<file path="src/rtl/rqir_pkg.sv">
// ----------------------------------------------------------------------------
// rqir_pkg: shared types and helpers for the ring queue
// Widths, operation and status codes, sequencer states, pointer wrap helpers.
// ----------------------------------------------------------------------------
package rqir_pkg;

    localparam int DEPTH  = 16;
    localparam int DATA_W = 32;
    localparam int PTR_W  = $clog2(DEPTH);
    localparam int CNT_W  = $clog2(DEPTH + 1);
    localparam int FUNC_W = 2;
    localparam int STAT_W = 2;

    typedef logic [FUNC_W-1:0] func_t;
    typedef logic [STAT_W-1:0] stat_t;
    typedef logic [PTR_W-1:0]  ptr_t;
    typedef logic [CNT_W-1:0]  cnt_t;
    typedef logic signed [DATA_W-1:0] data_t;

    localparam func_t FUNC_PUSH   = 2'd0;
    localparam func_t FUNC_POP    = 2'd1;
    localparam func_t FUNC_REMOVE = 2'd2;

    localparam stat_t STAT_OK        = 2'd0;
    localparam stat_t STAT_FULL      = 2'd1;
    localparam stat_t STAT_EMPTY     = 2'd2;
    localparam stat_t STAT_BAD_INDEX = 2'd3;

    typedef enum logic [2:0] {
        ST_IDLE,
        ST_EXEC,
        ST_RM_FIRST,
        ST_RM_SHIFT,
        ST_HEAD_RD,
        ST_FINISH
    } state_t;

    // capacity clamp: zero acts as one, above DEPTH acts as DEPTH
    function automatic cnt_t eff_cap(input cnt_t v);
        cnt_t r;
        r = v;
        if (v == '0)
        begin
            r = CNT_W'(1);
        end
        else if (v > CNT_W'(DEPTH))
        begin
            r = CNT_W'(DEPTH);
        end
        return r;
    endfunction

    function automatic ptr_t wrap_inc(input ptr_t p, input cnt_t cap);
        cnt_t s;
        s = CNT_W'(p) + CNT_W'(1);
        return (s >= cap) ? '0 : s[PTR_W-1:0];
    endfunction

    function automatic ptr_t wrap_dec(input ptr_t p, input cnt_t cap);
        cnt_t c;
        c = cap - CNT_W'(1);
        return (p == '0) ? c[PTR_W-1:0] : p - PTR_W'(1);
    endfunction

endpackage

</file>
<file path="src/rtl/ring_queue_with_indexed_remove.sv">
// ----------------------------------------------------------------------------
// ring_queue_with_indexed_remove: circular queue with remove at index
// Push, pop and remove-at-position over a 16-entry ring held in a
// one-write, one-read memory; a small sequencer closes the gap after a remove.
// ----------------------------------------------------------------------------
//
//  channel   handshake            payload
//  --------  -------------------  ---------------------------------------------
//  request   start / busy         func, push_value, position
//  result    done (1-cycle pulse) status, removed_value, head_value,
//                                 head_valid, entry_count
//  config    cfg_valid/cfg_ready  cfg_data (capacity)
//
//  A request word is taken when start is high and busy low. Push, pop, an
//  invalid request and the unused func code step through EXEC, HEAD_RD and
//  FINISH; a remove steps through EXEC, RM_FIRST, RM_SHIFT once per entry behind
//  the removed one, HEAD_RD and FINISH. The single read port is why the gap is
//  closed one entry a cycle. done pulses for one cycle; there is no backpressure,
//  so the receiver must take the word then. Reset empties the queue and sets
//  capacity to 16; slot contents are undefined until written. A capacity
//  write (only while idle) also empties the queue.
//
module ring_queue_with_indexed_remove (
    input  logic                   clk,
    input  logic                   rst_n,
    // request
    input  logic                   start,
    output logic                   busy,
    input  rqir_pkg::func_t        func,
    input  rqir_pkg::data_t        push_value,
    input  rqir_pkg::ptr_t         position,
    // result
    output logic                   done,
    output rqir_pkg::stat_t        status,
    output rqir_pkg::data_t        removed_value,
    output rqir_pkg::data_t        head_value,
    output logic                   head_valid,
    output rqir_pkg::cnt_t         entry_count,
    // configuration
    input  logic                   cfg_valid,
    output logic                   cfg_ready,
    input  rqir_pkg::cnt_t         cfg_data
);

    import rqir_pkg::*;

    // slot storage: one write port, one registered read port
    data_t  slots_mem [DEPTH];
    data_t  rd_data_reg;
    ptr_t   rd_addr;
    logic   mem_we;
    ptr_t   mem_waddr;
    data_t  mem_wdata;

    // control state
    state_t state_reg, state_next;
    cnt_t   cap_reg, cap_next;
    ptr_t   head_reg, head_next;
    ptr_t   tail_reg, tail_next;
    cnt_t   occ_reg, occ_next;

    // per-request payload
    func_t  func_reg, func_next;
    data_t  value_reg, value_next;
    ptr_t   pos_reg, pos_next;
    ptr_t   wptr_reg, wptr_next;     // slot being overwritten during the shift
    ptr_t   rptr_reg, rptr_next;     // slot whose word moves down next
    cnt_t   k_reg, k_next;           // logical index of the entry moving next
    stat_t  status_reg, status_next;
    data_t  removed_reg, removed_next;

    // physical slot of the remove target: head + position, wrapped once
    cnt_t   pos_sum;
    ptr_t   p_calc;
    logic   cfg_wr;
    logic   rm_ok;

    assign cfg_ready = (state_reg == ST_IDLE);
    assign busy      = (state_reg != ST_IDLE);
    assign cfg_wr    = cfg_valid && cfg_ready;

    assign pos_sum = CNT_W'(head_reg) + CNT_W'(pos_reg);
    assign p_calc  = (pos_sum >= cap_reg) ? PTR_W'(pos_sum - cap_reg) : pos_sum[PTR_W-1:0];
    assign rm_ok   = (CNT_W'(pos_reg) < occ_reg);

    // ---------------- next state ----------------
    always_comb
    begin
        state_next = state_reg;
        case (state_reg)
            ST_IDLE:
            begin
                if (start)
                begin
                    state_next = ST_EXEC;
                end
            end
            ST_EXEC:
            begin
                if ((func_reg == FUNC_REMOVE) && rm_ok)
                begin
                    state_next = ST_RM_FIRST;
                end
                else
                begin
                    state_next = ST_HEAD_RD;
                end
            end
            // occ_reg is already decremented here, so "k <= occ" means
            // another entry sits behind the gap
            ST_RM_FIRST:
            begin
                state_next = (k_reg <= occ_reg) ? ST_RM_SHIFT : ST_HEAD_RD;
            end
            ST_RM_SHIFT:
            begin
                state_next = ((k_reg + CNT_W'(1)) <= occ_reg) ? ST_RM_SHIFT : ST_HEAD_RD;
            end
            ST_HEAD_RD:
            begin
                state_next = ST_FINISH;
            end
            ST_FINISH:
            begin
                state_next = ST_IDLE;
            end
            default:
            begin
                state_next = ST_IDLE;
            end
        endcase
    end

    // ---------------- datapath and memory control ----------------
    always_comb
    begin
        cap_next     = cap_reg;
        head_next    = head_reg;
        tail_next    = tail_reg;
        occ_next     = occ_reg;
        func_next    = func_reg;
        value_next   = value_reg;
        pos_next     = pos_reg;
        wptr_next    = wptr_reg;
        rptr_next    = rptr_reg;
        k_next       = k_reg;
        status_next  = status_reg;
        removed_next = removed_reg;
        mem_we       = 1'b0;
        mem_waddr    = wptr_reg;
        mem_wdata    = rd_data_reg;
        rd_addr      = head_reg;

        case (state_reg)
            ST_IDLE:
            begin
                if (cfg_wr)
                begin
                    cap_next  = eff_cap(cfg_data);
                    head_next = '0;
                    tail_next = '0;
                    occ_next  = '0;
                end
                if (start)
                begin
                    func_next  = func;
                    value_next = push_value;
                    pos_next   = position;
                end
            end
            ST_EXEC:
            begin
                status_next  = STAT_OK;
                removed_next = '0;
                case (func_reg)
                    FUNC_PUSH:
                    begin
                        if (occ_reg >= cap_reg)
                        begin
                            status_next = STAT_FULL;
                        end
                        else
                        begin
                            mem_we    = 1'b1;
                            mem_waddr = tail_reg;
                            mem_wdata = value_reg;
                            tail_next = wrap_inc(tail_reg, cap_reg);
                            occ_next  = occ_reg + CNT_W'(1);
                        end
                    end
                    FUNC_POP:
                    begin
                        if (occ_reg == '0)
                        begin
                            status_next = STAT_EMPTY;
                        end
                        else
                        begin
                            head_next = wrap_inc(head_reg, cap_reg);
                            occ_next  = occ_reg - CNT_W'(1);
                        end
                    end
                    FUNC_REMOVE:
                    begin
                        if (!rm_ok)
                        begin
                            status_next = STAT_BAD_INDEX;
                        end
                        else
                        begin
                            rd_addr   = p_calc;
                            wptr_next = p_calc;
                            rptr_next = wrap_inc(p_calc, cap_reg);
                            k_next    = CNT_W'(pos_reg) + CNT_W'(1);
                            tail_next = wrap_dec(tail_reg, cap_reg);
                            occ_next  = occ_reg - CNT_W'(1);
                        end
                    end
                    default:
                    begin
                        status_next = STAT_OK;
                    end
                endcase
            end
            ST_RM_FIRST:
            begin
                removed_next = rd_data_reg;
                rd_addr      = rptr_reg;
            end
            ST_RM_SHIFT:
            begin
                // rd_data_reg holds slot rptr; move it into slot wptr
                mem_we    = 1'b1;
                mem_waddr = wptr_reg;
                mem_wdata = rd_data_reg;
                wptr_next = rptr_reg;
                rptr_next = wrap_inc(rptr_reg, cap_reg);
                rd_addr   = wrap_inc(rptr_reg, cap_reg);
                k_next    = k_reg + CNT_W'(1);
            end
            ST_HEAD_RD:
            begin
                rd_addr = head_reg;
            end
            default:
            begin
                rd_addr = head_reg;
            end
        endcase
    end

    // ---------------- registers ----------------
    always_ff @(posedge clk or negedge rst_n)
    begin
        if (!rst_n)
        begin
            state_reg <= ST_IDLE;
            cap_reg   <= CNT_W'(DEPTH);
            head_reg  <= '0;
            tail_reg  <= '0;
            occ_reg   <= '0;
        end
        else
        begin
            state_reg <= state_next;
            cap_reg   <= cap_next;
            head_reg  <= head_next;
            tail_reg  <= tail_next;
            occ_reg   <= occ_next;
        end
    end

    always_ff @(posedge clk)
    begin
        func_reg    <= func_next;
        value_reg   <= value_next;
        pos_reg     <= pos_next;
        wptr_reg    <= wptr_next;
        rptr_reg    <= rptr_next;
        k_reg       <= k_next;
        status_reg  <= status_next;
        removed_reg <= removed_next;
    end

    // slot memory
    always_ff @(posedge clk)
    begin
        if (mem_we)
        begin
            slots_mem[mem_waddr] <= mem_wdata;
        end
        rd_data_reg <= slots_mem[rd_addr];
    end

    // ---------------- result word ----------------
    assign done          = (state_reg == ST_FINISH);
    assign status        = status_reg;
    assign removed_value = removed_reg;
    assign head_valid    = (occ_reg != '0);
    assign head_value    = head_valid ? rd_data_reg : '0;
    assign entry_count   = occ_reg;

    // ---------------- assertions ----------------
    a_occ_le_cap: assert property (@(posedge clk) disable iff (!rst_n)
        occ_reg <= cap_reg)
        else $error("occupancy above capacity");

    a_ptr_in_range: assert property (@(posedge clk) disable iff (!rst_n)
        (CNT_W'(head_reg) < cap_reg) && (CNT_W'(tail_reg) < cap_reg))
        else $error("pointer outside capacity");

    a_removed_zero: assert property (@(posedge clk) disable iff (!rst_n)
        done && (status != STAT_OK) |-> (removed_value == '0))
        else $error("removed value on failed request");

    a_busy_after_start: assert property (@(posedge clk) disable iff (!rst_n)
        $rose(busy) |-> $past(start))
        else $error("busy without a request");

    a_shift_in_range: assert property (@(posedge clk) disable iff (!rst_n)
        (state_reg == ST_RM_SHIFT) |-> (k_reg <= occ_reg))
        else $error("shift beyond last entry");

endmodule

</file>
<file path="config.mk">
export PLATFORM = sky130hd
export DESIGN_NAME = ring_queue_with_indexed_remove
export DESIGN_NICKNAME = d
export VERILOG_FILES = /design/src/rtl/rqir_pkg.sv /design/src/rtl/ring_queue_with_indexed_remove.sv
export SDC_FILE = /design/constraint.sdc
export NUM_CORES = 1
export LEC_CHECK = 0
export ABC_AREA = 1
export BUFFER_PORTS_ARGS = -buffer_cell sky130_fd_sc_hd__buf_2
export CORE_ASPECT_RATIO = 0.8
export CORE_MARGIN = 3
export CORE_UTILIZATION = 40
export DETAILED_ROUTE_END_ITERATION = 8
export SLEW_MARGIN = 20
export SYNTH_ARGS = -nofsm -noshare
export SYNTH_HDL_FRONTEND = slang
export SYNTH_SLANG_ARGS = --single-unit
</file>
<file path="constraint.sdc">
create_clock -name clk -period 3.7 [get_ports clk]
set_input_delay 0.185 -clock clk [delete_from_list [all_inputs] [get_ports clk]]
set_output_delay 0.185 -clock clk [all_outputs]
set_load 0.01 [all_outputs]
</file>
* After elaboration in Yosys (flattened, before gate mapping)
Memory sizes are Yosys's and may differ from the RTL's. A register that Yosys moved wholly into a read port is not among the register bits.
Index checks and enable logic that the tools add are counted.
** Word-level totals
- Word-level logic and storage cells :: 128
- Input port bits :: 47
- Bits in writable memories :: 512
- Register bits :: 106
- Memories kept :: 1
** Memories
- slots_mem :: words 16, width 32, rd ports 1, clocked after memory_dff 1, write ports 1, line ring_queue_with_indexed_remove.sv:48 : data_t slots_mem [DEPTH];
** Cells by class
- Eq/ne operators :: 18
- Multiplexer cells :: 56
- $lt $le $gt $ge :: 10
- Reduce and logical (&&, ||, !) cells :: 18
- Add/sub/neg operators :: 12
** Operator list (number)
- 32-bit two-way mux :: 4
- 4-bit two-way mux :: 20
- 32-bit case mux with 2 select lines :: 1
- 5-bit two-way mux :: 8
- 4-bit case mux with 2 select lines :: 5
- 5-bit greater-or-equal comparator :: 6
- 4-bit by 1-bit adder with 5-bit output (second input constant) :: 5
- 5-bit case mux with 2 select lines :: 2
- 3-bit case mux with 5 select lines :: 1
- 5-bit case mux with 3 select lines :: 1
- 3-bit two-way mux :: 4
- 4-bit case mux with 3 select lines :: 1
- 5-bit by 1-bit adder with 5-bit output (second input constant) :: 2
- 5-bit less-or-equal comparator :: 2
- 5-bit logical NOT :: 2
- 3-bit inequality test (second input constant) :: 3
- 2-bit inequality test (second input constant) :: 4
- 4-bit by 1-bit subtractor with 4-bit output (second input constant) :: 2
- 3-bit by 2-bit == test with 1-bit output (second input constant) :: 2
- 3-bit == test (second input constant) :: 2
- 2-bit case mux with 3 select lines :: 1
- 6-bit AND reduction :: 1
- 2-bit nonzero test :: 3
- 4-bit by 4-bit adder with 5-bit output :: 1
- other kinds (23) :: 31

* Logic depth before layout (Yosys ltp)
Gate-level depths: netlist of run 1.
- Depth in word-level cells :: 9
- Depth in mapped cells :: 24

* Least setup slack after synthesis of run 1
OpenSTA, ideal clock, no wires.
- Kind :: register to register
- From :: register cap_reg[4]
- To :: memory slots_mem[10][0] (netlist name), enable pin
- Slack :: -0.102 ns
- Period minus slack after synthesis :: 3.802 ns
- Cell stages (with the launch flop) :: 11
- Arrival :: 3.381 ns
- Cells stage by stage :: dfstp_2 inv_1 ha_1 a21oi_1 o221ai_1 a21oi_1 nand3_1 clkbuf_1 nand2_1 nand3_1 nor2_1
** On the way
- Word-level cells in the longest chain between the ends :: 6
- Elaborated cells between the ends (all ways) :: 9
- Classes of those cells :: order compare (1); mux (8)
** RTL lines
- start: declaration :: line ring_queue_with_indexed_remove.sv:57 : cnt_t cap_reg, cap_next;
- start signal: assignment :: line ring_queue_with_indexed_remove.sv:258 : cap_reg <= CNT_W'(DEPTH);
- start signal: assignment :: line ring_queue_with_indexed_remove.sv:266 : cap_reg <= cap_next;
- 5-bit greater-or-equal comparator (*) :: line ring_queue_with_indexed_remove.sv:178 : if (occ_reg >= cap_reg)
- 1-bit two-way mux :: line ring_queue_with_indexed_remove.sv:178
- 1-bit two-way mux :: line ring_queue_with_indexed_remove.sv:175 : case (func_reg)
- 1-bit case mux with 2 select lines :: line ring_queue_with_indexed_remove.sv:154 : case (state_reg)
- 1-bit two-way mux :: line ring_queue_with_indexed_remove.sv:288 : if (mem_we)
- 1-bit two-way mux (implied by the code) :: line ring_queue_with_indexed_remove.sv:290 : slots_mem[mem_waddr] <= mem_wdata;
- end: declaration :: line ring_queue_with_indexed_remove.sv:48
Mark *: on every way between the ends. The rest lies on a longest branch, timed or not.

* Worst setup path after layout of run 1
- From :: register pos_reg[0]
- To :: register rptr_reg[0], data pin
** On the way
- Word-level cells in the longest chain between the ends :: 9
- Elaborated cells between the ends (all ways) :: 10
- Classes of those cells :: add/sub (3); order compare (2); mux (5)
** RTL lines
- start: declaration :: line ring_queue_with_indexed_remove.sv:65 : ptr_t pos_reg, pos_next;
- start signal: assignment :: line ring_queue_with_indexed_remove.sv:277 : pos_reg <= pos_next;
- 4-bit by 4-bit adder with 5-bit output (*) :: line ring_queue_with_indexed_remove.sv:82 : assign pos_sum = CNT_W'(head_reg) + CNT_W'(pos_reg);
- 4-bit subtractor / 5-bit greater-or-equal comparator (equally long branches) :: line ring_queue_with_indexed_remove.sv:83 : assign p_calc = (pos_sum >= cap_reg) ? PTR_W'(pos_sum - cap_reg) : pos_sum[PTR_W-1:0];
- 4-bit two-way mux (*) :: line ring_queue_with_indexed_remove.sv:83
- 4-bit by 1-bit adder with 5-bit output (*) :: line rqir_pkg.sv:55 : s = CNT_W'(p) + CNT_W'(1);
- 5-bit greater-or-equal comparator :: line rqir_pkg.sv:56 : return (s >= cap) ? '0 : s[PTR_W-1:0];
- 4-bit two-way mux (*) :: line rqir_pkg.sv:56
- 4-bit two-way mux (*) :: line ring_queue_with_indexed_remove.sv:205 : if (!rm_ok)
- 4-bit two-way mux (*) :: line ring_queue_with_indexed_remove.sv:175
- 4-bit case mux with 2 select lines (*) :: line ring_queue_with_indexed_remove.sv:154
- named net rptr_next[0] :: line ring_queue_with_indexed_remove.sv:67 : ptr_t rptr_reg, rptr_next;
- end signal: assignment :: line ring_queue_with_indexed_remove.sv:279 : rptr_reg <= rptr_next;
- end: declaration :: line ring_queue_with_indexed_remove.sv:67
The timed path passes the listed nets; every way through them passes the cells marked *. The select of a mux whose other input is x is not followed.
A chain may end at the register's enable or synchronous reset.

==> results of run 1 <==
## cell families (layout without fill, tap and decap cells)
family | after synthesis | after routing | share of synthesized area
fa+ha+maj | 65 | 65 | 0.0285
xor+xnor | 21 | 21 | 0.00627
buf+inv | 558 | 822 | 0.0798
simple gates | 1443 | 1443 | 0.214
flops | 650 | 650 | 0.651
compound gates | 114 | 114 | 0.0208
## layer usage
layer  vias to the layer above  share of wire  GRT usage
li1                       9946              -          -
met1                     10300           0.45      0.287
met2                       709           0.47      0.333
met3                       141          0.062     0.0344
met4                         0          0.026     0.0670
met5                         -              0          0
## report_power, final
part           internal, uW  switching [uW]  leakage [uW]
logic                  3590            7120       0.00770
registers             10000             419       0.00595
clock network          3900            2850       0.00108
total                 17500           10400        0.0147
## layout make-up
class,instances,share of cell area
tap,945,0.0338
clock buffer,91,0.0541
clock inverter,34,0.00881
timing repair buffer,287,0.0741
sequential,650,0.547
multi-input combinational,1643,0.238
inverter,410,0.0441
## worst reg2reg max path, delay by kind of cell (launching register included)
family	cells	cell delay (ns)
adders and majority gates	5	1.32
and+or+nand+nor	11	0.92
DFF	1	0.39
AOI/OAI and AO/OA	3	0.35
buffers and inverters	3	0.30
xor gates and xnor gates	1	0.16
## path summary, 6_finish.rpt
check | endpoint | depth (start not counted) | slack, ns
setup / recovery | rptr_reg[0] | 23 | 0.03
hold / removal | state_reg[2] | 2 | 0.10
setup reg to reg | rptr_reg[0] | 23 | 0.03
hold reg to reg | removed_value[26] | 2 | 0.58
max in group asynchronous | cap_reg[4] | 2 | 3.21
min in group clk | cap_reg[3] | 4 | 0.11
## cells in the mapped netlist
| library cell | n | area share |
|---|---|---|
| buf_1 | 9 | 0.0012 |
| dfstp_2 | 1 | 0.00090 |
| o22ai_1 | 3 | 0.00064 |
| o2111ai_1 | 1 | 0.00030 |
| o211ai_1 | 3 | 0.00077 |
| nand4_1 | 10 | 0.0021 |
| dfrtp_1 | 20 | 0.017 |
| nand4_2 | 1 | 0.00043 |
| o221ai_1 | 3 | 0.00090 |
| nand2_2 | 2 | 0.00043 |
| xnor2_1 | 7 | 0.0021 |
| a21oi_1 | 56 | 0.0096 |
| nor3_1 | 1 | 0.00017 |
| buf_2 | 107 | 0.018 |
| buf_6 | 8 | 0.0031 |
| nor2_1 | 111 | 0.014 |
| nor3_2 | 1 | 0.00034 |
| o21a_1 | 2 | 0.00051 |
| edfxtp_1 | 597 | 0.61 |
| nand2_1 | 699 | 0.089 |
| fa_1 | 3 | 0.0020 |
| buf_12 | 1 | 0.00068 |
| clkbuf_1 | 13 | 0.0017 |
| o21ai_0 | 41 | 0.0070 |
| a21oi_2 | 1 | 0.00030 |
| xor2_1 | 14 | 0.0042 |
| ha_1 | 62 | 0.026 |
| buf_4 | 10 | 0.0026 |
| inv_2 | 5 | 0.00064 |
| nand3_1 | 608 | 0.10 |
| nand3_2 | 4 | 0.0014 |
| or2_1 | 1 | 0.00021 |
| dfxtp_1 | 32 | 0.022 |
| nor2_2 | 4 | 0.00085 |
| a31oi_1 | 3 | 0.00064 |
| nor2_4 | 1 | 0.00038 |
| inv_1 | 405 | 0.052 |
| o21ai_1 | 1 | 0.00017 |
## timing repair
item                                    CTS  global route
pin swaps                                 2             7
endpoints found under the setup margin    4            39
hold buffers                             49             0
gates resized for setup                   8            27
endpoints found under the hold margin    65             0
buffers inserted                          2             3
## through the flow
stage	instances	worst slack, ns	hold WS (ns)	util	TNS, ns
final	4060	0.0315	0.103	0.483	0
after global routing	4060	-0.197	0.108	0.483	-0.879
after CTS	4057	-0.00462	0.0524	0.480	-0.00462
after detailed placement	3881	-0.233	0.200	0.442	-0.692
after global placement	3881	-0.119	0.192	0.442	-0.344
after floorplan	2851	-0.102	-0.111	-	-49.73
==> run metrics, run 1 <==
RSZ-0062 raised after global routing=true; die width=309 um; DP Area=32,000 um2; Worst path top cell family by delay=adder cells; WP data required=4.08 ns; Clk Latency, worst-skew pair=0.63 ns; Die Height=248 um; vias in the first global route=20,300; core footprint=72,300 um2; Power Density=799 nW/um2; Buffers on Ports=121; Design Area, Final=34,900 um2; Seq. cell area=19,100 um2; Final Max Slew Viols=0; area occupied by multi-input gates=8330 um2; FF+latch count, synth=650; final setup fails=0; Avg WL per Cell=19.5 um; Setup crit end kind=flop; fill cell count=6,455; DRT iter0 DRCs=2,040; Setup crit start=pos_reg[0]; clock buffers created by TritonCTS=68; max cap viols=0; clock tree buffer depth=3; Biggest register=slots_mem; All-Layer GR Usage=0.207; Buf/Inv on CP=3; share of cells above drive strength 1=0.140; DP HPWL=45,800 um; number of routed nets with antenna violations=0; DRT Pass-1 Iters=6; relative slew slack=0.253; sequential fraction of the synthesis area=0.651; Ant. Diodes=0; # H-tree levels=3; commonest non-fill, non-tap cells in the layout=nand2_1 (689), nand3_1 (603), edfxtp_1 (597); grt total ovfl=0; syn_area_per_cell=10.3 um2; Leakage=0.0147 uW; worst vdd ir=0.428 mV; Netlist cell types=38; status=complete, no violations; Clock Tree Root=clkbuf_16; largest net degree at the start of global routing=99; Vias=21,100; area of the mapped netlist=29,300 um2; crit path DAT=4.05 ns; Starting Density=0.406; row cnt=88; Layout Skew=0.0300 ns; Yosys warning count=0; final hold vios=0; Mapped Nets=2,963; CP peak stage delay=0.39 ns; Min-Delay Path Class=input pin to async pin; Worst Path Max Fanout=6; initial antenna violation count=0; Achievable Freq=0.273 GHz; startpoint types=flop; DRC=0; slowest cell on the critical path=edfxtp_1; first-pass GRT wire length=120,000 um; Mapped Cells=2,851; final wirelength=79,300 um; period utilisation layout=0.991; max reg flops=512; # nets final=3,172; synthesis-to-finish area growth=19.1%; Setup Crit Path Kind=flop to flop; commonest non-fill, non-tap cell in the layout=nand2_1; I/O pin total=122; clk sinks=650; CP Cell Sequence=ha_2 > fa_2 > nand2_2 > inv_2 > o21ai_2 > nand2_1 > ha_4 > nand2_4 > nor2_4 > nand2_4 > nand3_4 > nand2_1 > nand2_2 > ha_2 > xor2_1 > inv_1 > ha_4 > nand4_1 > o221ai_2 > a21oi_2 > buf_4 > nand2_2 > nand2_1; CTS tree=yes; min cycle time layout=3.67 ns; Worst-Margin Slew=1.12 ns; Power, Total=27,900 uW; die area=76,600 um2; drt via density=5.19; GP Congestion=0.839; origin of the critical flop-to-flop path=pos_reg[0]; clock slew at reported path FFs=0.06 ns
(Power assumes the default switching activity.)
==> inputs of run 2 (changes only) <==
Settings changed: ABC_AREA 1 to not set.
==> run 2 against run 1 <==
Compared with the run above:
- the run now ends with setup timing left
- sequential cell count did not move
- area after synthesis fell by 5.4%
- die area fell by 5.2%
- maximum frequency fell by 9.8%
- worst hold slack improved by 0.013 ns
- core utilization rose by 3.8 points
- largest power group unchanged
- setup slack got worse by 0.40 ns
- largest cell class unchanged
- critical path depth fell by 8
- final cell count fell by 19%
- non-clock buffer count rose by 110
- clock skew fell by 0.012 ns
- total power rose by 3.3%
==> run metrics, run 2 <==
status=finished with violations (was complete, no violations); violated checks=setup timing; Achievable Freq=0.246 GHz (was 0.273 GHz); startpoint types=flop (unchanged); Design Area, Final=35,400 um2 (was 34,900 um2); Netlist cell types=75 (was 38); min cycle time layout=4.07 ns (was 3.67 ns); Leakage=0.0126 uW (was 0.0147 uW); post-route insts no fill=3,272 (was 4,060); clock slew at reported path FFs=0.06 ns (about the same); dominant cells by area after synthesis=edfxtp_1 (65%), a211oi_1 (4.3%), and3_1 (3.7%), ha_1 (2.8%), nand2_1 (2.8%) (was edfxtp_1 (61%), nand3_1 (10%), nand2_1 (8.9%), inv_1 (5.2%), ha_1 (2.6%)); Buffers on Ports=121 (unchanged); commonest non-fill, non-tap cells in the layout=edfxtp_1 (597), nand2_1 (202), and3_1 (164) (was nand2_1 (689), nand3_1 (603), edfxtp_1 (597)); FFs w/ async S/R, synth=0.0323 (unchanged); max reg flops=512 (unchanged); Synth top area share=0.646 (was 0.611); All-Layer GR Usage=0.209 (was 0.207); final setup fails=36 (was 0); share of cells above drive strength 1=0.279 (was 0.140); fill cell count=5,568 (was 6,455); first-pass GRT wire length=116,000 um (was 120,000 um); grt total ovfl=0 (unchanged); DRT iter0 DRCs=1,709 (was 2,040); Biggest register=slots_mem (unchanged); largest net degree at the start of global routing=69 (was 99); Final Max Slew Viols=0 (unchanged); area of the mapped netlist=27,800 um2 (was 29,300 um2); Setup Crit Path Kind=flop to flop (unchanged); Starting Density=0.409 (was 0.406); # nets final=2,424 (was 3,172); FF+latch count, synth=650 (unchanged); worst hold slack=0.116 ns (was 0.103 ns); GP Congestion=0.841 (was 0.839); core footprint=68,000 um2 (was 72,300 um2); Power, Total=28,800 uW (was 27,900 uW); syn_area_per_cell=14.0 um2 (was 10.3 um2); clk sinks=650 (unchanged); commonest non-fill, non-tap cell in the layout=edfxtp_1 (was nand2_1); clock buffers created by TritonCTS=66 (was 68); Die Height=242 um (was 248 um); max cap viols=0 (unchanged); sequential fraction of the synthesis area=0.688 (was 0.651); Mapped Cells=1,986 (was 2,851); Post-synth EDFFs=597 (unchanged); row cnt=85 (was 88); Setup crit end kind=flop (unchanged); Layout Skew=0.0177 ns (was 0.0300 ns); Mapped Nets=2,098 (was 2,963); Post-synth top flop=edfxtp_1 (unchanged); Power Density=815 nW/um2 (was 799 nW/um2); RSZ-0062 raised after global routing=true (unchanged); worst vdd ir=0.421 mV (was 0.428 mV); die width=301 um (was 309 um); Vias=18,500 (was 21,100); commonest cells in the netlist=edfxtp_1 (597), nand2_1 (206), and3_1 (164) (was nand2_1 (699), nand3_1 (608), edfxtp_1 (597)); count leader, synth=edfxtp_1 (was nand2_1); final hold vios=0 (unchanged); Clk Latency, worst-skew pair=0.59 ns (was 0.63 ns); die area=72,600 um2 (was 76,600 um2); synthesis-to-finish area growth=27.4% (was 19.1%); drt via density=5.67 (was 5.19); relative slew slack=0.351 (was 0.253); placed cells=3,081 (was 3,881); crit path DAT=4.54 ns (was 4.05 ns); number of routed nets with antenna violations=0 (unchanged); WP data required=4.17 ns (was 4.08 ns); Clock Tree Root=clkbuf_16 (unchanged); area leader, netlist=edfxtp_1 (unchanged); vias in the first global route=18,500 (was 20,300); CTS tree=yes (unchanged); area occupied by multi-input gates=9160 um2 (was 8330 um2); # H-tree levels=3 (unchanged); DRT Pass-1 Iters=6 (unchanged); Seq. cell area=19,100 um2 (unchanged); Yosys warning count=0 (unchanged); clock tree buffer depth=3 (unchanged); DP HPWL=43,800 um (was 45,800 um); Ant. Diodes=0 (unchanged); DRC=0 (unchanged); Worst Path Max Fanout=37 (was 6); period utilisation layout=1.10 (was 0.991); final wirelength=77,800 um (was 79,300 um); DP Area=31,300 um2 (was 32,000 um2); Worst-Margin Slew=0.968 ns (was 1.12 ns); I/O pin total=122 (unchanged); Avg WL per Cell=23.8 um (was 19.5 um); initial antenna violation count=2 (was 0); final worst setup slack=-0.368 ns (was 0.0315 ns); Min-Delay Path Class=input pin to async pin (unchanged)
==> run 2: cell count changes after synthesis, sizes merged, moves of 75 or more <==
cell	change
a211oi	+158
clkbuf	+85
buf	-94
inv	-382
nand2	-494
and3	+164
nand3	-597
nor2	-75
==> run 2: area by class of cell <==
cell class / count / area share
clock buffers: 92 / 0.0512
clock inverters: 23 / 0.00640
inverters: 28 / 0.00297
multi-input cells: 1169 / 0.259
flip-flops and latches: 650 / 0.540
well taps: 913 / 0.0323
repair buffers: 397 / 0.108
==> run 2: report_power, final <==
part / leakage [uW] / internal [uW] / switching [uW]
clock network: 0.000997 / 3700 / 2710
logic: 0.00560 / 5190 / 6970
registers: 0.00596 / 9830 / 422
==> run 2: kinds of logic (layout without fill, tap and decap cells) <==
group / after synthesis / in the layout / synth area share
AOI/OAI and AO/OA: 503 / 503 / 0.132
DFF: 650 / 650 / 0.688
muxes: 44 / 44 / 0.0174
and+or+nand+nor: 536 / 536 / 0.0986
buffers and inverters: 167 / 540 / 0.0273
xor gates and xnor gates: 21 / 21 / 0.00663
adders and majority gates: 65 / 65 / 0.0301
==> run 2: final timing paths <==
kind,start,endpoint,slack [ns],cells past startpoint
min,rst_n,entry_count[0],0.12,2
max in group asynchronous,rst_n,cap_reg[4],3.21,2
min in group clk,cfg_valid,entry_count[0],0.29,4
max,cap_reg[0],rd_data_reg[5],-0.37,15
min reg2reg,rd_data_reg[16],removed_value[16],0.56,1
max reg2reg,cap_reg[0],rd_data_reg[5],-0.37,15
==> run 2: per-stage QoR <==
stage | setup TNS, ns | setup WS, ns | util
after global placement | -8.64 | -0.325 | 0.460
final | -7.98 | -0.368 | 0.521
after detailed placement | -13.51 | -0.462 | 0.460
after global routing | -14.36 | -0.471 | 0.521
after CTS | -7.17 | -0.252 | 0.511
after floorplan | -85.12 | -0.439 | -
==> run 2: repair_timing <==
action | in CTS | in global routing
gates cloned | 9 | 3
hold endpoints to repair | 65 | 0
setup buffers | 18 | 2
gates resized for setup | 106 | 95
setup endpoints to repair | 36 | 36
hold buffers | 45 | 0
pin swaps | 23 | 37
==> run 2: critical path, stage by stage (launching register included) <==
cell and delay (ns):
dfrtp_1 0.46, buf_4 0.23, ha_1 0.30, nor3b_1 0.29, o21ai_0 0.22, a2111oi_2 0.43
buf_4 0.19, a311oi_4 0.05, buf_12 0.18, buf_4 0.16, bufbuf_16 0.32, and3_1 0.21
a211oi_2 0.26, o32ai_2 0.15, buf_4 0.17, a311o_1 0.33
==> run 2: per-layer routing <==
metal	up-vias	GRT usage	part of all wire
met4	0	0.0518	0.023
li1	8387	-	-
met3	116	0.0366	0.068
met5	-	0	0
met2	664	0.329	0.46
met1	9378	0.300	0.45
